==> src/hw/rtl/nss_pkg.sv <==
`timescale 1ns / 1ps
// ----------------------------------------------------------------------------
// nss_pkg
// Shared widths, codes and record types of the network segment subdivider.
// ----------------------------------------------------------------------------
package nss_pkg;

   // fixed field widths of the channels
   localparam int VTX_W     = 16;
   localparam int FINE_W    = 20;
   localparam int COARSE_W  = 16;
   localparam int COORD_W   = 32;
   localparam int POS_W     = 17;
   localparam int PIECES_W  = 7;

   // widest counter a parameter may ask for
   localparam int CTR_MAX_W = 32;

   // parameter defaults
   localparam int MAX_PIECES_DEF  = 64;
   localparam int VERTEX_BITS_DEF = 16;
   localparam int FINE_BITS_DEF   = 20;

   // depth of the command queue between front and back
   localparam int QUEUE_DEPTH = 2;

   // one in Q1.16
   localparam logic [POS_W-1:0] ONE_Q16 = 17'h10000;

   // input modes and result kinds
   localparam logic MODE_SEGMENT = 1'b0;
   localparam logic MODE_POINT   = 1'b1;
   localparam logic KIND_SEGMENT = 1'b0;
   localparam logic KIND_POINT   = 1'b1;

   // classified command from front to back
   typedef struct packed {
      logic                  is_point;
      logic                  error;
      logic [PIECES_W-1:0]   pieces;
      logic [VTX_W-1:0]      from_vtx;
      logic [VTX_W-1:0]      to_vtx;
      logic [COORD_W-1:0]    xs;
      logic [COORD_W-1:0]    ys;
      logic                  dx_neg;
      logic [COORD_W-1:0]    dx_mag;
      logic                  dy_neg;
      logic [COORD_W-1:0]    dy_mag;
      logic [COARSE_W-1:0]   coarse;
      logic [CTR_MAX_W-1:0]  fine;
      logic [CTR_MAX_W-1:0]  vtx;
      logic [POS_W-1:0]      fpos;
   } cmd_type;

   // one result word
   typedef struct packed {
      logic                  kind;
      logic [FINE_W-1:0]     fine_segment;
      logic [VTX_W-1:0]      piece_from;
      logic [VTX_W-1:0]      piece_to;
      logic                  new_vertex_valid;
      logic [COORD_W-1:0]    new_vertex_x;
      logic [COORD_W-1:0]    new_vertex_y;
      logic [COARSE_W-1:0]   coarse_segment;
      logic [POS_W-1:0]      coarse_pos;
      logic [POS_W-1:0]      fine_pos;
      logic                  error;
      logic                  last;
   } rsp_type;

   // back end sequencer
   typedef enum logic [1:0] {
      BK_IDLE,
      BK_DIV,
      BK_EMIT
   } bk_state_type;

endpackage

==> src/hw/rtl/nss_req_if.sv <==
`timescale 1ns / 1ps
// ----------------------------------------------------------------------------
// nss_req_if
// Input channel: segment and point words with valid/ready handshake.
// ----------------------------------------------------------------------------
interface nss_req_if;
   import nss_pkg::*;

   logic                        valid;
   logic                        ready;
   logic                        mode;
   logic [VTX_W-1:0]            from_vertex;
   logic [VTX_W-1:0]            to_vertex;
   logic signed [COORD_W-1:0]   x_start;
   logic signed [COORD_W-1:0]   y_start;
   logic signed [COORD_W-1:0]   x_end;
   logic signed [COORD_W-1:0]   y_end;
   logic [PIECES_W-1:0]         pieces;
   logic [COARSE_W-1:0]         point_segment;
   logic [POS_W-1:0]            point_pos;

   modport source (
      output valid, mode, from_vertex, to_vertex, x_start, y_start, x_end, y_end,
             pieces, point_segment, point_pos,
      input  ready
   );

   modport sink (
      input  valid, mode, from_vertex, to_vertex, x_start, y_start, x_end, y_end,
             pieces, point_segment, point_pos,
      output ready
   );
endinterface

==> src/hw/rtl/nss_rsp_if.sv <==
`timescale 1ns / 1ps
// ----------------------------------------------------------------------------
// nss_rsp_if
// Result channel: fine segment and point mapping words, valid/ready.
// ----------------------------------------------------------------------------
interface nss_rsp_if;
   import nss_pkg::*;

   logic                        valid;
   logic                        ready;
   logic                        kind;
   logic [FINE_W-1:0]           fine_segment;
   logic [VTX_W-1:0]            piece_from;
   logic [VTX_W-1:0]            piece_to;
   logic                        new_vertex_valid;
   logic signed [COORD_W-1:0]   new_vertex_x;
   logic signed [COORD_W-1:0]   new_vertex_y;
   logic [COARSE_W-1:0]         coarse_segment;
   logic [POS_W-1:0]            coarse_pos;
   logic [POS_W-1:0]            fine_pos;
   logic                        error;
   logic                        last;

   modport source (
      output valid, kind, fine_segment, piece_from, piece_to, new_vertex_valid,
             new_vertex_x, new_vertex_y, coarse_segment, coarse_pos, fine_pos,
             error, last,
      input  ready
   );

   modport sink (
      input  valid, kind, fine_segment, piece_from, piece_to, new_vertex_valid,
             new_vertex_x, new_vertex_y, coarse_segment, coarse_pos, fine_pos,
             error, last,
      output ready
   );
endinterface

==> src/hw/rtl/nss_front.sv <==
`timescale 1ns / 1ps
// ----------------------------------------------------------------------------
// nss_front
// Accepts input words, keeps the segment bookkeeping and turns each word
// into a command: a segment to split, or a finished point mapping.
// ----------------------------------------------------------------------------
module nss_front #(
   parameter int MAX_PIECES  = nss_pkg::MAX_PIECES_DEF,
   parameter int VERTEX_BITS = nss_pkg::VERTEX_BITS_DEF,
   parameter int FINE_BITS   = nss_pkg::FINE_BITS_DEF
) (
   input  logic                          clock,
   input  logic                          reset,
   nss_req_if.sink                       req,
   input  logic                          csr_wr_en,
   input  logic [nss_pkg::VTX_W-1:0]     csr_wr_data,
   output logic                          push_valid,
   input  logic                          push_ready,
   output nss_pkg::cmd_type              push_data
);
   import nss_pkg::*;

   localparam int CNT_W = $clog2(MAX_PIECES + 1);
   localparam int TN_W  = POS_W + CNT_W;

   // bookkeeping registers
   logic [VERTEX_BITS-1:0] vertex_ff, vertex_in;
   logic [FINE_BITS-1:0]   fine_ff, fine_in;
   logic [COARSE_W-1:0]    coarse_ff, coarse_in;
   logic [CNT_W-1:0]       cur_pieces_ff, cur_pieces_in;
   logic [FINE_BITS-1:0]   base_ff, base_in;
   logic                   seen_ff, seen_in;

   logic                   accept;
   logic                   is_seg;
   logic [CNT_W-1:0]       n_sat;
   logic [COORD_W:0]       dx_full, dy_full, dx_negv, dy_negv;
   logic [COARSE_W-1:0]    cur_index;
   logic                   pt_error;
   logic [POS_W-1:0]       t_sat;
   logic [TN_W-1:0]        tn;
   logic [CNT_W:0]         ll_raw, ll;
   logic [FINE_BITS-1:0]   pt_fine;
   logic [POS_W-1:0]       pt_fpos;

   assign req.ready = push_ready;
   assign accept    = req.valid && req.ready;
   assign is_seg    = (req.mode == MODE_SEGMENT);

   // piece count saturation
   always_comb begin
      if (req.pieces > PIECES_W'(MAX_PIECES)) begin
         n_sat = CNT_W'(MAX_PIECES);
      end else begin
         n_sat = CNT_W'(req.pieces);
      end
   end

   // coordinate deltas as sign and magnitude
   always_comb begin
      dx_full = {req.x_end[COORD_W-1], req.x_end} - {req.x_start[COORD_W-1], req.x_start};
      dy_full = {req.y_end[COORD_W-1], req.y_end} - {req.y_start[COORD_W-1], req.y_start};
      dx_negv = '0 - dx_full;
      dy_negv = '0 - dy_full;
   end

   // point mapping against the current segment
   always_comb begin
      cur_index = coarse_ff - COARSE_W'(1);
      pt_error  = !seen_ff || (cur_pieces_ff == '0) || (req.point_segment != cur_index);
      t_sat     = (req.point_pos > ONE_Q16) ? ONE_Q16 : req.point_pos;
      tn        = TN_W'(t_sat) * TN_W'(cur_pieces_ff);
      ll_raw    = tn[TN_W-1:POS_W-1];
      if (ll_raw >= {1'b0, cur_pieces_ff}) begin
         ll = {1'b0, cur_pieces_ff} - (CNT_W+1)'(1);
      end else begin
         ll = ll_raw;
      end
      pt_fine = base_ff + FINE_BITS'(ll);
      pt_fpos = POS_W'(tn - (TN_W'(ll) << (POS_W - 1)));
   end

   // command word
   always_comb begin
      push_data          = '0;
      push_data.is_point = !is_seg;
      if (is_seg) begin
         push_data.pieces   = PIECES_W'(n_sat);
         push_data.from_vtx = req.from_vertex;
         push_data.to_vtx   = req.to_vertex;
         push_data.xs       = req.x_start;
         push_data.ys       = req.y_start;
         push_data.dx_neg   = dx_full[COORD_W];
         push_data.dx_mag   = dx_full[COORD_W] ? dx_negv[COORD_W-1:0] : dx_full[COORD_W-1:0];
         push_data.dy_neg   = dy_full[COORD_W];
         push_data.dy_mag   = dy_full[COORD_W] ? dy_negv[COORD_W-1:0] : dy_full[COORD_W-1:0];
         push_data.coarse   = coarse_ff;
         push_data.fine     = CTR_MAX_W'(fine_ff);
         push_data.vtx      = CTR_MAX_W'(vertex_ff);
      end else begin
         push_data.error = pt_error;
         if (!pt_error) begin
            push_data.fine = CTR_MAX_W'(pt_fine);
            push_data.fpos = pt_fpos;
         end
      end
   end

   // dropped segments update state but send nothing
   assign push_valid = accept && !(is_seg && (n_sat == '0));

   // bookkeeping next values
   always_comb begin
      vertex_in     = vertex_ff;
      fine_in       = fine_ff;
      coarse_in     = coarse_ff;
      cur_pieces_in = cur_pieces_ff;
      base_in       = base_ff;
      seen_in       = seen_ff;
      if (csr_wr_en) begin
         vertex_in = VERTEX_BITS'(csr_wr_data);
      end else if (accept && is_seg) begin
         coarse_in     = coarse_ff + COARSE_W'(1);
         seen_in       = 1'b1;
         cur_pieces_in = n_sat;
         base_in       = fine_ff;
         fine_in       = fine_ff + FINE_BITS'(n_sat);
         if (n_sat != '0) begin
            vertex_in = vertex_ff + VERTEX_BITS'(n_sat) - VERTEX_BITS'(1);
         end
      end
   end

   always_ff @(posedge clock) begin
      if (reset) begin
         vertex_ff     <= '0;
         fine_ff       <= '0;
         coarse_ff     <= '0;
         cur_pieces_ff <= '0;
         base_ff       <= '0;
         seen_ff       <= 1'b0;
      end else begin
         vertex_ff     <= vertex_in;
         fine_ff       <= fine_in;
         coarse_ff     <= coarse_in;
         cur_pieces_ff <= cur_pieces_in;
         base_ff       <= base_in;
         seen_ff       <= seen_in;
      end
   end

endmodule

==> src/hw/rtl/nss_queue.sv <==
`timescale 1ns / 1ps
// ----------------------------------------------------------------------------
// nss_queue
// Short command queue that decouples the front from the back end.
// ----------------------------------------------------------------------------
module nss_queue (
   input  logic              clock,
   input  logic              reset,
   input  logic              push_valid,
   output logic              push_ready,
   input  nss_pkg::cmd_type  push_data,
   output logic              pop_valid,
   input  logic              pop,
   output nss_pkg::cmd_type  pop_data
);
   import nss_pkg::*;

   localparam int PTR_W = (QUEUE_DEPTH > 1) ? $clog2(QUEUE_DEPTH) : 1;
   localparam int CNT_W = $clog2(QUEUE_DEPTH + 1);

   cmd_type              entry_ff [QUEUE_DEPTH];
   logic [PTR_W-1:0]     wr_ptr_ff, wr_ptr_in;
   logic [PTR_W-1:0]     rd_ptr_ff, rd_ptr_in;
   logic [CNT_W-1:0]     count_ff, count_in;
   logic                 do_push, do_pop;

   assign push_ready = (count_ff != CNT_W'(QUEUE_DEPTH));
   assign pop_valid  = (count_ff != '0);
   assign pop_data   = entry_ff[rd_ptr_ff];
   assign do_push    = push_valid && push_ready;
   assign do_pop     = pop && pop_valid;

   // pointer and fill count
   always_comb begin
      wr_ptr_in = wr_ptr_ff;
      rd_ptr_in = rd_ptr_ff;
      count_in  = count_ff;
      if (do_push) begin
         wr_ptr_in = (wr_ptr_ff == PTR_W'(QUEUE_DEPTH - 1)) ? '0 : wr_ptr_ff + PTR_W'(1);
      end
      if (do_pop) begin
         rd_ptr_in = (rd_ptr_ff == PTR_W'(QUEUE_DEPTH - 1)) ? '0 : rd_ptr_ff + PTR_W'(1);
      end
      if (do_push && !do_pop) begin
         count_in = count_ff + CNT_W'(1);
      end else if (do_pop && !do_push) begin
         count_in = count_ff - CNT_W'(1);
      end
   end

   always_ff @(posedge clock) begin
      if (reset) begin
         wr_ptr_ff <= '0;
         rd_ptr_ff <= '0;
         count_ff  <= '0;
      end else begin
         wr_ptr_ff <= wr_ptr_in;
         rd_ptr_ff <= rd_ptr_in;
         count_ff  <= count_in;
      end
   end

   // entry storage
   always_ff @(posedge clock) begin
      if (do_push) begin
         entry_ff[wr_ptr_ff] <= push_data;
      end
   end

endmodule

==> src/hw/rtl/nss_back.sv <==
`timescale 1ns / 1ps
// ----------------------------------------------------------------------------
// nss_back
// Executes commands: a point goes straight to the output register; a segment
// is divided by its piece count (three bit-serial lanes); remainder-carrying
// accumulators then step out one fine segment word per cycle unless stalled.
// ----------------------------------------------------------------------------
module nss_back #(
   parameter int MAX_PIECES  = nss_pkg::MAX_PIECES_DEF,
   parameter int VERTEX_BITS = nss_pkg::VERTEX_BITS_DEF,
   parameter int FINE_BITS   = nss_pkg::FINE_BITS_DEF
) (
   input  logic              clock,
   input  logic              reset,
   input  logic              q_valid,
   input  nss_pkg::cmd_type  q_data,
   output logic              q_pop,
   nss_rsp_if.source         rsp
);
   import nss_pkg::*;

   localparam int CNT_W  = $clog2(MAX_PIECES + 1);
   localparam int REM_W  = CNT_W + 1;
   localparam int STEP_W = $clog2(COORD_W);
   localparam logic [STEP_W-1:0] STEP_LAST = STEP_W'(COORD_W - 1);

   typedef struct packed {
      logic [COORD_W-1:0] quot;
      logic [REM_W-1:0]   rem;
   } lane_type;

   // one restoring division step
   function automatic lane_type lane_step(lane_type l, logic [CNT_W-1:0] n);
      logic [REM_W-1:0] sh;
      lane_type         r;
      sh     = {l.rem[REM_W-2:0], l.quot[COORD_W-1]};
      r.quot = {l.quot[COORD_W-2:0], 1'b0};
      if (sh >= {1'b0, n}) begin
         r.rem     = sh - {1'b0, n};
         r.quot[0] = 1'b1;
      end else begin
         r.rem = sh;
      end
      return r;
   endfunction

   // add one more quotient/remainder pair to an accumulator
   function automatic lane_type acc_step(lane_type acc, lane_type q, logic [CNT_W-1:0] n);
      logic [REM_W-1:0] s;
      logic             carry;
      lane_type         r;
      s     = acc.rem + q.rem;
      carry = (s >= {1'b0, n});
      r.rem  = carry ? (s - {1'b0, n}) : s;
      r.quot = acc.quot + q.quot + COORD_W'(carry);
      return r;
   endfunction

   bk_state_type            state_ff, state_in;
   cmd_type                 cmd_ff;
   logic [CNT_W-1:0]        n_ff;
   logic [CNT_W-1:0]        j_ff;
   logic [STEP_W-1:0]       div_cnt_ff;
   lane_type                divx_ff, divy_ff, divc_ff;
   lane_type                divx_nx, divy_nx, divc_nx;
   lane_type                accx_ff, accy_ff, accc_ff;
   logic [VERTEX_BITS-1:0]  vtx_ff;
   logic [FINE_BITS-1:0]    fine_ff;
   logic [VTX_W-1:0]        prev_ff;
   rsp_type                 rsp_ff, seg_rec, pt_rec;
   logic                    rsp_valid_ff, rsp_valid_in;

   logic                    out_free;
   logic                    last_piece;
   logic                    seg_start, pt_load, div_run, emit;
   logic [COORD_W-1:0]      x_off, y_off;

   assign out_free   = !rsp_valid_ff || rsp.ready;
   assign last_piece = (j_ff == n_ff - CNT_W'(1));

   // next state
   always_comb begin
      state_in = state_ff;
      unique case (state_ff)
         BK_IDLE: begin
            if (q_valid && !q_data.is_point) begin
               state_in = BK_DIV;
            end
         end
         BK_DIV: begin
            if (div_cnt_ff == STEP_LAST) begin
               state_in = BK_EMIT;
            end
         end
         BK_EMIT: begin
            if (out_free && last_piece) begin
               state_in = BK_IDLE;
            end
         end
         default: state_in = BK_IDLE;
      endcase
   end

   // sequencer outputs
   always_comb begin
      seg_start = 1'b0;
      pt_load   = 1'b0;
      div_run   = 1'b0;
      emit      = 1'b0;
      unique case (state_ff)
         BK_IDLE: begin
            seg_start = q_valid && !q_data.is_point;
            pt_load   = q_valid && q_data.is_point && out_free;
         end
         BK_DIV:  div_run = 1'b1;
         BK_EMIT: emit    = out_free;
         default: ;
      endcase
      q_pop = seg_start || pt_load;
   end

   // division lanes
   always_comb begin
      divx_nx = lane_step(divx_ff, n_ff);
      divy_nx = lane_step(divy_ff, n_ff);
      divc_nx = lane_step(divc_ff, n_ff);
   end

   // fine segment record
   always_comb begin
      x_off   = cmd_ff.dx_neg ? ('0 - accx_ff.quot) : accx_ff.quot;
      y_off   = cmd_ff.dy_neg ? ('0 - accy_ff.quot) : accy_ff.quot;
      seg_rec = '0;
      seg_rec.kind         = KIND_SEGMENT;
      seg_rec.fine_segment = FINE_W'(fine_ff);
      seg_rec.piece_from   = prev_ff;
      seg_rec.last         = last_piece;
      if (last_piece) begin
         seg_rec.piece_to = cmd_ff.to_vtx;
      end else begin
         seg_rec.piece_to         = VTX_W'(vtx_ff);
         seg_rec.new_vertex_valid = 1'b1;
         seg_rec.new_vertex_x     = cmd_ff.xs + x_off;
         seg_rec.new_vertex_y     = cmd_ff.ys + y_off;
         seg_rec.coarse_segment   = cmd_ff.coarse;
         seg_rec.coarse_pos       = POS_W'(accc_ff.quot);
      end
   end

   // point mapping record
   always_comb begin
      pt_rec              = '0;
      pt_rec.kind         = KIND_POINT;
      pt_rec.fine_segment = FINE_W'(q_data.fine);
      pt_rec.fine_pos     = q_data.fpos;
      pt_rec.error        = q_data.error;
      pt_rec.last         = 1'b1;
   end

   // output register valid
   always_comb begin
      rsp_valid_in = rsp_valid_ff;
      if (pt_load || emit) begin
         rsp_valid_in = 1'b1;
      end else if (rsp.ready) begin
         rsp_valid_in = 1'b0;
      end
   end

   always_ff @(posedge clock) begin
      if (reset) begin
         state_ff     <= BK_IDLE;
         rsp_valid_ff <= 1'b0;
      end else begin
         state_ff     <= state_in;
         rsp_valid_ff <= rsp_valid_in;
      end
   end

   // datapath registers
   always_ff @(posedge clock) begin
      if (seg_start) begin
         cmd_ff       <= q_data;
         n_ff         <= CNT_W'(q_data.pieces);
         j_ff         <= '0;
         div_cnt_ff   <= '0;
         divx_ff.quot <= q_data.dx_mag;
         divx_ff.rem  <= '0;
         divy_ff.quot <= q_data.dy_mag;
         divy_ff.rem  <= '0;
         divc_ff.quot <= COORD_W'(ONE_Q16);
         divc_ff.rem  <= '0;
         vtx_ff       <= VERTEX_BITS'(q_data.vtx);
         fine_ff      <= FINE_BITS'(q_data.fine);
         prev_ff      <= q_data.from_vtx;
      end
      if (div_run) begin
         div_cnt_ff <= div_cnt_ff + STEP_W'(1);
         divx_ff    <= divx_nx;
         divy_ff    <= divy_nx;
         divc_ff    <= divc_nx;
         accx_ff    <= divx_nx;
         accy_ff    <= divy_nx;
         accc_ff    <= divc_nx;
      end
      if (emit) begin
         j_ff    <= j_ff + CNT_W'(1);
         fine_ff <= fine_ff + FINE_BITS'(1);
         accx_ff <= acc_step(accx_ff, divx_ff, n_ff);
         accy_ff <= acc_step(accy_ff, divy_ff, n_ff);
         accc_ff <= acc_step(accc_ff, divc_ff, n_ff);
         if (!last_piece) begin
            vtx_ff  <= vtx_ff + VERTEX_BITS'(1);
            prev_ff <= VTX_W'(vtx_ff);
         end
      end
      if (pt_load) begin
         rsp_ff <= pt_rec;
      end else if (emit) begin
         rsp_ff <= seg_rec;
      end
   end

   // result channel
   assign rsp.valid            = rsp_valid_ff;
   assign rsp.kind             = rsp_ff.kind;
   assign rsp.fine_segment     = rsp_ff.fine_segment;
   assign rsp.piece_from       = rsp_ff.piece_from;
   assign rsp.piece_to         = rsp_ff.piece_to;
   assign rsp.new_vertex_valid = rsp_ff.new_vertex_valid;
   assign rsp.new_vertex_x     = rsp_ff.new_vertex_x;
   assign rsp.new_vertex_y     = rsp_ff.new_vertex_y;
   assign rsp.coarse_segment   = rsp_ff.coarse_segment;
   assign rsp.coarse_pos       = rsp_ff.coarse_pos;
   assign rsp.fine_pos         = rsp_ff.fine_pos;
   assign rsp.error            = rsp_ff.error;
   assign rsp.last             = rsp_ff.last;

`ifndef SYNTHESIS
   // commands are only taken while the sequencer is free
   a_pop_idle: assert property (@(posedge clock) disable iff (reset)
      q_pop |-> (state_ff == BK_IDLE))
      else $error("queue popped while back end busy");

   // division always hands over to the emit phase
   a_div_done: assert property (@(posedge clock) disable iff (reset)
      (state_ff == BK_DIV && div_cnt_ff == STEP_LAST) |=> (state_ff == BK_EMIT))
      else $error("division did not finish into emit");

   // piece index stays below the piece count
   a_piece_range: assert property (@(posedge clock) disable iff (reset)
      (state_ff == BK_EMIT) |-> (j_ff < n_ff))
      else $error("piece index out of range");

   // accumulator remainders stay reduced
   a_rem_range: assert property (@(posedge clock) disable iff (reset)
      (state_ff == BK_EMIT) |-> ((accx_ff.rem < {1'b0, n_ff}) &&
                                 (accy_ff.rem < {1'b0, n_ff}) &&
                                 (accc_ff.rem < {1'b0, n_ff})))
      else $error("accumulator remainder not reduced");
`endif

endmodule

==> src/hw/rtl/network_segment_subdivider.sv <==
`timescale 1ns / 1ps
// ----------------------------------------------------------------------------
// network_segment_subdivider
// Splits network segments into equal fine pieces and maps points onto them.
//
//   channel   | direction | handshake           | word
//   ----------+-----------+---------------------+------------------------------
//   req_ch    | in        | valid/ready         | segment or point word
//   rsp_ch    | out       | valid/ready         | fine segment or point record
//   csr_*     | in        | write enable only   | initial vertex count
//
// A segment of n pieces holds the back end to take the command, divide by n
// bit-serially and send one word per cycle unless the output stalls. A point
// goes straight to the output register; a dropped segment never leaves the
// front, which keeps accepting into a two-entry queue while the back end works.
// Reset is synchronous, active high; an output stall holds the back end.
// ----------------------------------------------------------------------------
module network_segment_subdivider #(
   parameter int MAX_PIECES  = nss_pkg::MAX_PIECES_DEF,
   parameter int VERTEX_BITS = nss_pkg::VERTEX_BITS_DEF,
   parameter int FINE_BITS   = nss_pkg::FINE_BITS_DEF
) (
   input  logic                         clock,
   input  logic                         reset,
   nss_req_if.sink                      req_ch,
   nss_rsp_if.source                    rsp_ch,
   input  logic                         csr_wr_en,
   input  logic [nss_pkg::VTX_W-1:0]    csr_wr_data
);
   import nss_pkg::*;

   logic     push_valid, push_ready;
   cmd_type  push_data;
   logic     pop_valid, pop;
   cmd_type  pop_data;

   // classification and bookkeeping
   nss_front #(
      .MAX_PIECES  (MAX_PIECES),
      .VERTEX_BITS (VERTEX_BITS),
      .FINE_BITS   (FINE_BITS)
   ) u_front (
      .clock       (clock),
      .reset       (reset),
      .req         (req_ch),
      .csr_wr_en   (csr_wr_en),
      .csr_wr_data (csr_wr_data),
      .push_valid  (push_valid),
      .push_ready  (push_ready),
      .push_data   (push_data)
   );

   // command queue
   nss_queue u_queue (
      .clock      (clock),
      .reset      (reset),
      .push_valid (push_valid),
      .push_ready (push_ready),
      .push_data  (push_data),
      .pop_valid  (pop_valid),
      .pop        (pop),
      .pop_data   (pop_data)
   );

   // execution and output register
   nss_back #(
      .MAX_PIECES  (MAX_PIECES),
      .VERTEX_BITS (VERTEX_BITS),
      .FINE_BITS   (FINE_BITS)
   ) u_back (
      .clock   (clock),
      .reset   (reset),
      .q_valid (pop_valid),
      .q_data  (pop_data),
      .q_pop   (pop),
      .rsp     (rsp_ch)
   );

endmodule

==> src/flat_wrapper.sv <==
// flat-port wrapper written by rule: the top's interface ports become plain ports
module network_segment_subdivider_flat import nss_pkg::*;
#(
   parameter int MAX_PIECES  = nss_pkg::MAX_PIECES_DEF,
   parameter int VERTEX_BITS = nss_pkg::VERTEX_BITS_DEF,
   parameter int FINE_BITS   = nss_pkg::FINE_BITS_DEF
)
  (clock, reset, csr_wr_en, csr_wr_data, req_ch_valid, req_ch_mode, req_ch_from_vertex, req_ch_to_vertex, req_ch_x_start, req_ch_y_start, req_ch_x_end, req_ch_y_end, req_ch_pieces, req_ch_point_segment, req_ch_point_pos, req_ch_ready, rsp_ch_valid, rsp_ch_kind, rsp_ch_fine_segment, rsp_ch_piece_from, rsp_ch_piece_to, rsp_ch_new_vertex_valid, rsp_ch_new_vertex_x, rsp_ch_new_vertex_y, rsp_ch_coarse_segment, rsp_ch_coarse_pos, rsp_ch_fine_pos, rsp_ch_error, rsp_ch_last, rsp_ch_ready);
  nss_req_if req_ch_i ();
  nss_rsp_if rsp_ch_i ();
  input  logic clock;
  input  logic reset;
  input  logic csr_wr_en;
  input  logic [nss_pkg::VTX_W-1:0] csr_wr_data;
  input wire logic [$bits(req_ch_i.valid)-1:0] req_ch_valid;
  input wire logic [$bits(req_ch_i.mode)-1:0] req_ch_mode;
  input wire logic [$bits(req_ch_i.from_vertex)-1:0] req_ch_from_vertex;
  input wire logic [$bits(req_ch_i.to_vertex)-1:0] req_ch_to_vertex;
  input wire logic [$bits(req_ch_i.x_start)-1:0] req_ch_x_start;
  input wire logic [$bits(req_ch_i.y_start)-1:0] req_ch_y_start;
  input wire logic [$bits(req_ch_i.x_end)-1:0] req_ch_x_end;
  input wire logic [$bits(req_ch_i.y_end)-1:0] req_ch_y_end;
  input wire logic [$bits(req_ch_i.pieces)-1:0] req_ch_pieces;
  input wire logic [$bits(req_ch_i.point_segment)-1:0] req_ch_point_segment;
  input wire logic [$bits(req_ch_i.point_pos)-1:0] req_ch_point_pos;
  output wire logic [$bits(req_ch_i.ready)-1:0] req_ch_ready;
  output wire logic [$bits(rsp_ch_i.valid)-1:0] rsp_ch_valid;
  output wire logic [$bits(rsp_ch_i.kind)-1:0] rsp_ch_kind;
  output wire logic [$bits(rsp_ch_i.fine_segment)-1:0] rsp_ch_fine_segment;
  output wire logic [$bits(rsp_ch_i.piece_from)-1:0] rsp_ch_piece_from;
  output wire logic [$bits(rsp_ch_i.piece_to)-1:0] rsp_ch_piece_to;
  output wire logic [$bits(rsp_ch_i.new_vertex_valid)-1:0] rsp_ch_new_vertex_valid;
  output wire logic [$bits(rsp_ch_i.new_vertex_x)-1:0] rsp_ch_new_vertex_x;
  output wire logic [$bits(rsp_ch_i.new_vertex_y)-1:0] rsp_ch_new_vertex_y;
  output wire logic [$bits(rsp_ch_i.coarse_segment)-1:0] rsp_ch_coarse_segment;
  output wire logic [$bits(rsp_ch_i.coarse_pos)-1:0] rsp_ch_coarse_pos;
  output wire logic [$bits(rsp_ch_i.fine_pos)-1:0] rsp_ch_fine_pos;
  output wire logic [$bits(rsp_ch_i.error)-1:0] rsp_ch_error;
  output wire logic [$bits(rsp_ch_i.last)-1:0] rsp_ch_last;
  input wire logic [$bits(rsp_ch_i.ready)-1:0] rsp_ch_ready;
  assign req_ch_i.valid = req_ch_valid;
  assign req_ch_i.mode = req_ch_mode;
  assign req_ch_i.from_vertex = req_ch_from_vertex;
  assign req_ch_i.to_vertex = req_ch_to_vertex;
  assign req_ch_i.x_start = req_ch_x_start;
  assign req_ch_i.y_start = req_ch_y_start;
  assign req_ch_i.x_end = req_ch_x_end;
  assign req_ch_i.y_end = req_ch_y_end;
  assign req_ch_i.pieces = req_ch_pieces;
  assign req_ch_i.point_segment = req_ch_point_segment;
  assign req_ch_i.point_pos = req_ch_point_pos;
  assign req_ch_ready = req_ch_i.ready;
  assign rsp_ch_valid = rsp_ch_i.valid;
  assign rsp_ch_kind = rsp_ch_i.kind;
  assign rsp_ch_fine_segment = rsp_ch_i.fine_segment;
  assign rsp_ch_piece_from = rsp_ch_i.piece_from;
  assign rsp_ch_piece_to = rsp_ch_i.piece_to;
  assign rsp_ch_new_vertex_valid = rsp_ch_i.new_vertex_valid;
  assign rsp_ch_new_vertex_x = rsp_ch_i.new_vertex_x;
  assign rsp_ch_new_vertex_y = rsp_ch_i.new_vertex_y;
  assign rsp_ch_coarse_segment = rsp_ch_i.coarse_segment;
  assign rsp_ch_coarse_pos = rsp_ch_i.coarse_pos;
  assign rsp_ch_fine_pos = rsp_ch_i.fine_pos;
  assign rsp_ch_error = rsp_ch_i.error;
  assign rsp_ch_last = rsp_ch_i.last;
  assign rsp_ch_i.ready = rsp_ch_ready;
  network_segment_subdivider #(.MAX_PIECES(MAX_PIECES), .VERTEX_BITS(VERTEX_BITS), .FINE_BITS(FINE_BITS)) u_core (.clock(clock), .reset(reset), .req_ch(req_ch_i), .rsp_ch(rsp_ch_i), .csr_wr_en(csr_wr_en), .csr_wr_data(csr_wr_data));
endmodule
==> config.mk <==
export PLATFORM = sky130hd
export DESIGN_NAME = network_segment_subdivider_flat
export DESIGN_NICKNAME = d
export VERILOG_FILES = /design/src/hw/rtl/nss_pkg.sv /design/src/hw/rtl/nss_req_if.sv /design/src/hw/rtl/nss_rsp_if.sv /design/src/hw/rtl/nss_front.sv /design/src/hw/rtl/nss_queue.sv /design/src/hw/rtl/nss_back.sv /design/src/hw/rtl/network_segment_subdivider.sv /design/src/flat_wrapper.sv
export SDC_FILE = /design/constraint.sdc
export NUM_CORES = 2
export LEC_CHECK = 0
export BUFFER_PORTS_ARGS = -buffer_cell sky130_fd_sc_hd__buf_4
export CAP_MARGIN = 40
export CORE_ASPECT_RATIO = 0.7
export CORE_MARGIN = 10
export CORE_UTILIZATION = 55
export DETAILED_ROUTE_END_ITERATION = 16
export PLACE_DENSITY = 0.73
export SLEW_MARGIN = 0
export SYNTH_ARGS = -nofsm -noshare
export SYNTH_HDL_FRONTEND = slang
export SYNTH_HIERARCHICAL = 1
export SYNTH_SLANG_ARGS = --single-unit
==> constraint.sdc <==
create_clock -name clock -period 28.3 [get_ports clock]
set_clock_uncertainty 0.15 [all_clocks]
set_input_delay 1.415 -clock clock [delete_from_list [all_inputs] [get_ports clock]]
set_output_delay 1.415 -clock clock [all_outputs]
set_load 0.02 [all_outputs]
==> run metrics <==
total power=a little under 8 mW; final std cells w/o fill=8,326; DP HPWL=~120,000 µm; CP startpoint kind=input port; switching share of total power=around two fifths; Placement Setup Slack=15.91 ns; Residual DRC=0; Post-Route WL=roughly 170,000 µm; RSZ-0062 raised after global routing=no; Synth Instances=roughly 6,300; H-tree Lvls=3; Avg Cell Area, Syn=between 10 and 15 µm²; Slew Limit Fails=0; Final min period=~12 ns; vias in the first global route=between 40,000 and 50,000; Power Internal=4.74 mW; CTS tree=yes; wire length of the first global-routing pass=about 270,000 µm; hold_buf cts=0; vias per cell=about 5.8; RePlAce Congestion=approximately 0.90; Core ar.=120,000 µm²; worst-margin pin slew=between 1 and 1.5 ns; synth warn=6; Comb pwr share=between 40% and 50%; vias=48,506; Worst Path Class, Setup=in -> reg; initial detailed-routing violation count=approximately 4,800; Max IR drop VDD=between 0.07 and 0.08 mV; kind of end point of the critical path=register; Initial Util=between 50% and 60%; Bufs on Longest Clock Path=3; Slowest-stage cell, CP=nor2_1; PostCTS Resize Cnt=0; Setup TNS=0 ns; Final Hold Slack=roughly 0.30 ns; layout cells sized above 1=~15%; # rows=about 110; I/O pins=394; Leak Pwr=~30 nW; Max-slew headroom=between 20 and 30%; Max stage delay on crit path=between 0.6 and 0.7 ns; total CTS buffers=108; Net Count, Synth=6,980; wire per inst=roughly 21 µm; Inst Count DP=about 8,100; Final Cycle Share=between 40% and 50%; PortBufs=around 390; gr ovfl total=0; post-CTS setup buffer count=0; Die H=311 µm; Die X=between 400 and 500 µm; Max Cap Viol=0; drt first pass iters=7; Max Freq=around 0.085 GHz; Arrival @ worst endpoint=about 12 ns; CTS root buf=clkbuf_16; Seq pwr share=roughly a third; clock group share of total power=between 10% and 20%; post-route antenna net violation count=0; die area=about 140,000 µm²; Max FO, Critical Path=10; most used cell, CP=a21o_1; Psw=slightly below 3 mW; nets@finish=7,287; initial antenna violation count=11; P&R area growth vs syn=12.7%; Sink Count=around 1,100; final hold viol count=0; WP data required=between 20 and 30 ns; Final Worst Setup Slack=around 17 ns; status=finished clean; global router's overall resource usage=about a quarter; largest net degree at the start of global routing=roughly 130; Worst Hold Class=reg -> reg; clock network latency to the later pin of the worst-skew pair=0.74 ns; total power per unit cell area=103 nW/µm²; Final setup viols=0; Clk pin slew, worst setup/hold paths=around 0.070 ns; Synth Cell Area=between 60,000 and 70,000 µm²
power by group through the flow:
stage                     sequential [mW]  combinational [mW]  clock (mW)
after floorplan                      2.64                2.63           0
after detailed placement             2.66                3.49           0
after global placement               2.65                3.37           0
after global routing                 2.67                3.91        1.62
after CTS                            2.63                3.52        1.56
final                                2.63                3.55        1.53
through the flow:
stage                     area (µm²)  util (%)
after floorplan                66300         -
after detailed placement       71000      59.3
after global placement         70600      59.0
final                          74800      62.5
after CTS                      74700      62.5
after global routing           74800      62.5
flip-flops by register name, summed over array words and instances (netlist names), 17 cells and up, named ones only:
name,cells
u_core/u_back/accx_ff,40
u_core/u_back/fine_ff,20
u_core/u_front/fine_ff,20
u_core/u_back/accy_ff,40
u_core/u_back/rsp.fine_segment,20
u_core/u_back/divy_ff,40
u_core/u_front/base_ff,20
u_core/u_back/divx_ff,40
u_core/u_back/rsp.fine_pos,17
u_core/u_back/rsp.coarse_pos,17
u_core/u_back/rsp.new_vertex_y,32
u_core/u_queue/entry_ff,480
u_core/u_back/divc_ff,40
u_core/u_back/accc_ff,25
u_core/u_back/rsp.new_vertex_x,32
u_core/u_back/cmd_ff,98
path summary, 6_finish.rpt:
check | start | endpoint | slack, ns | depth (start not counted)
worst max-delay path | req_ch_point_pos[3] | u_core/u_queue/entry_ff[1][64] | 16.52 | 40
worst min-delay path | u_core/u_back/rsp.new_vertex_y[10] | u_core/u_back/rsp.new_vertex_y[10] | 0.30 | 2
worst max register to register | u_core/u_front/cur_pieces_ff[3] | u_core/u_queue/entry_ff[1][64] | 17.74 | 38
worst min register to register | u_core/u_back/rsp.new_vertex_y[10] | u_core/u_back/rsp.new_vertex_y[10] | 0.30 | 2
worst max-delay path, delay by kind of cell:
kind | cells | cell delay (ns)
AO/OA/AOI/OAI | 16 | 3.68
multiplexers | 1 | 0.37
buffers and inverters | 4 | 0.28
adder cells (fa/ha/maj) | 7 | 2.98
XOR/XNOR | 1 | 0.47
AND/OR/NAND/NOR | 11 | 2.98
layer usage:
layer	vias up	track usage, %	share of wire, %
li1	23211	-	-
met4	0	7.41	3.0
met3	258	3.67	6.2
met1	23407	35.0	46
met2	1630	37.6	45
met5	-	0	0
cell usage in the layout (no fill, tap or decap), types with 144 or more instances in the layout:
cell / n
mux2_4: 173
and2_1: 155
nand2_1: 730
edfxtp_1: 880
xnor2_1: 295
a21oi_1: 362
xor2_1: 144
dfxtp_1: 251
ha_1: 366
inv_1: 347
o21ai_0: 362
nor2_1: 500
buf_4: 436
cell type report:
cell class	instances	area, µm²
Fill cell	9687	44900
Antenna cell	9	22.5
Tap cell	1620	2030
Timing Repair Buffer	454	3660
Multi-Input combinational cell	4557	32500
Clock buffer	148	3080
Clock inverter	56	691
Inverter	350	1330
Sequential cell	1132	31500
Note: power is estimated with default switching activity, not from simulation.
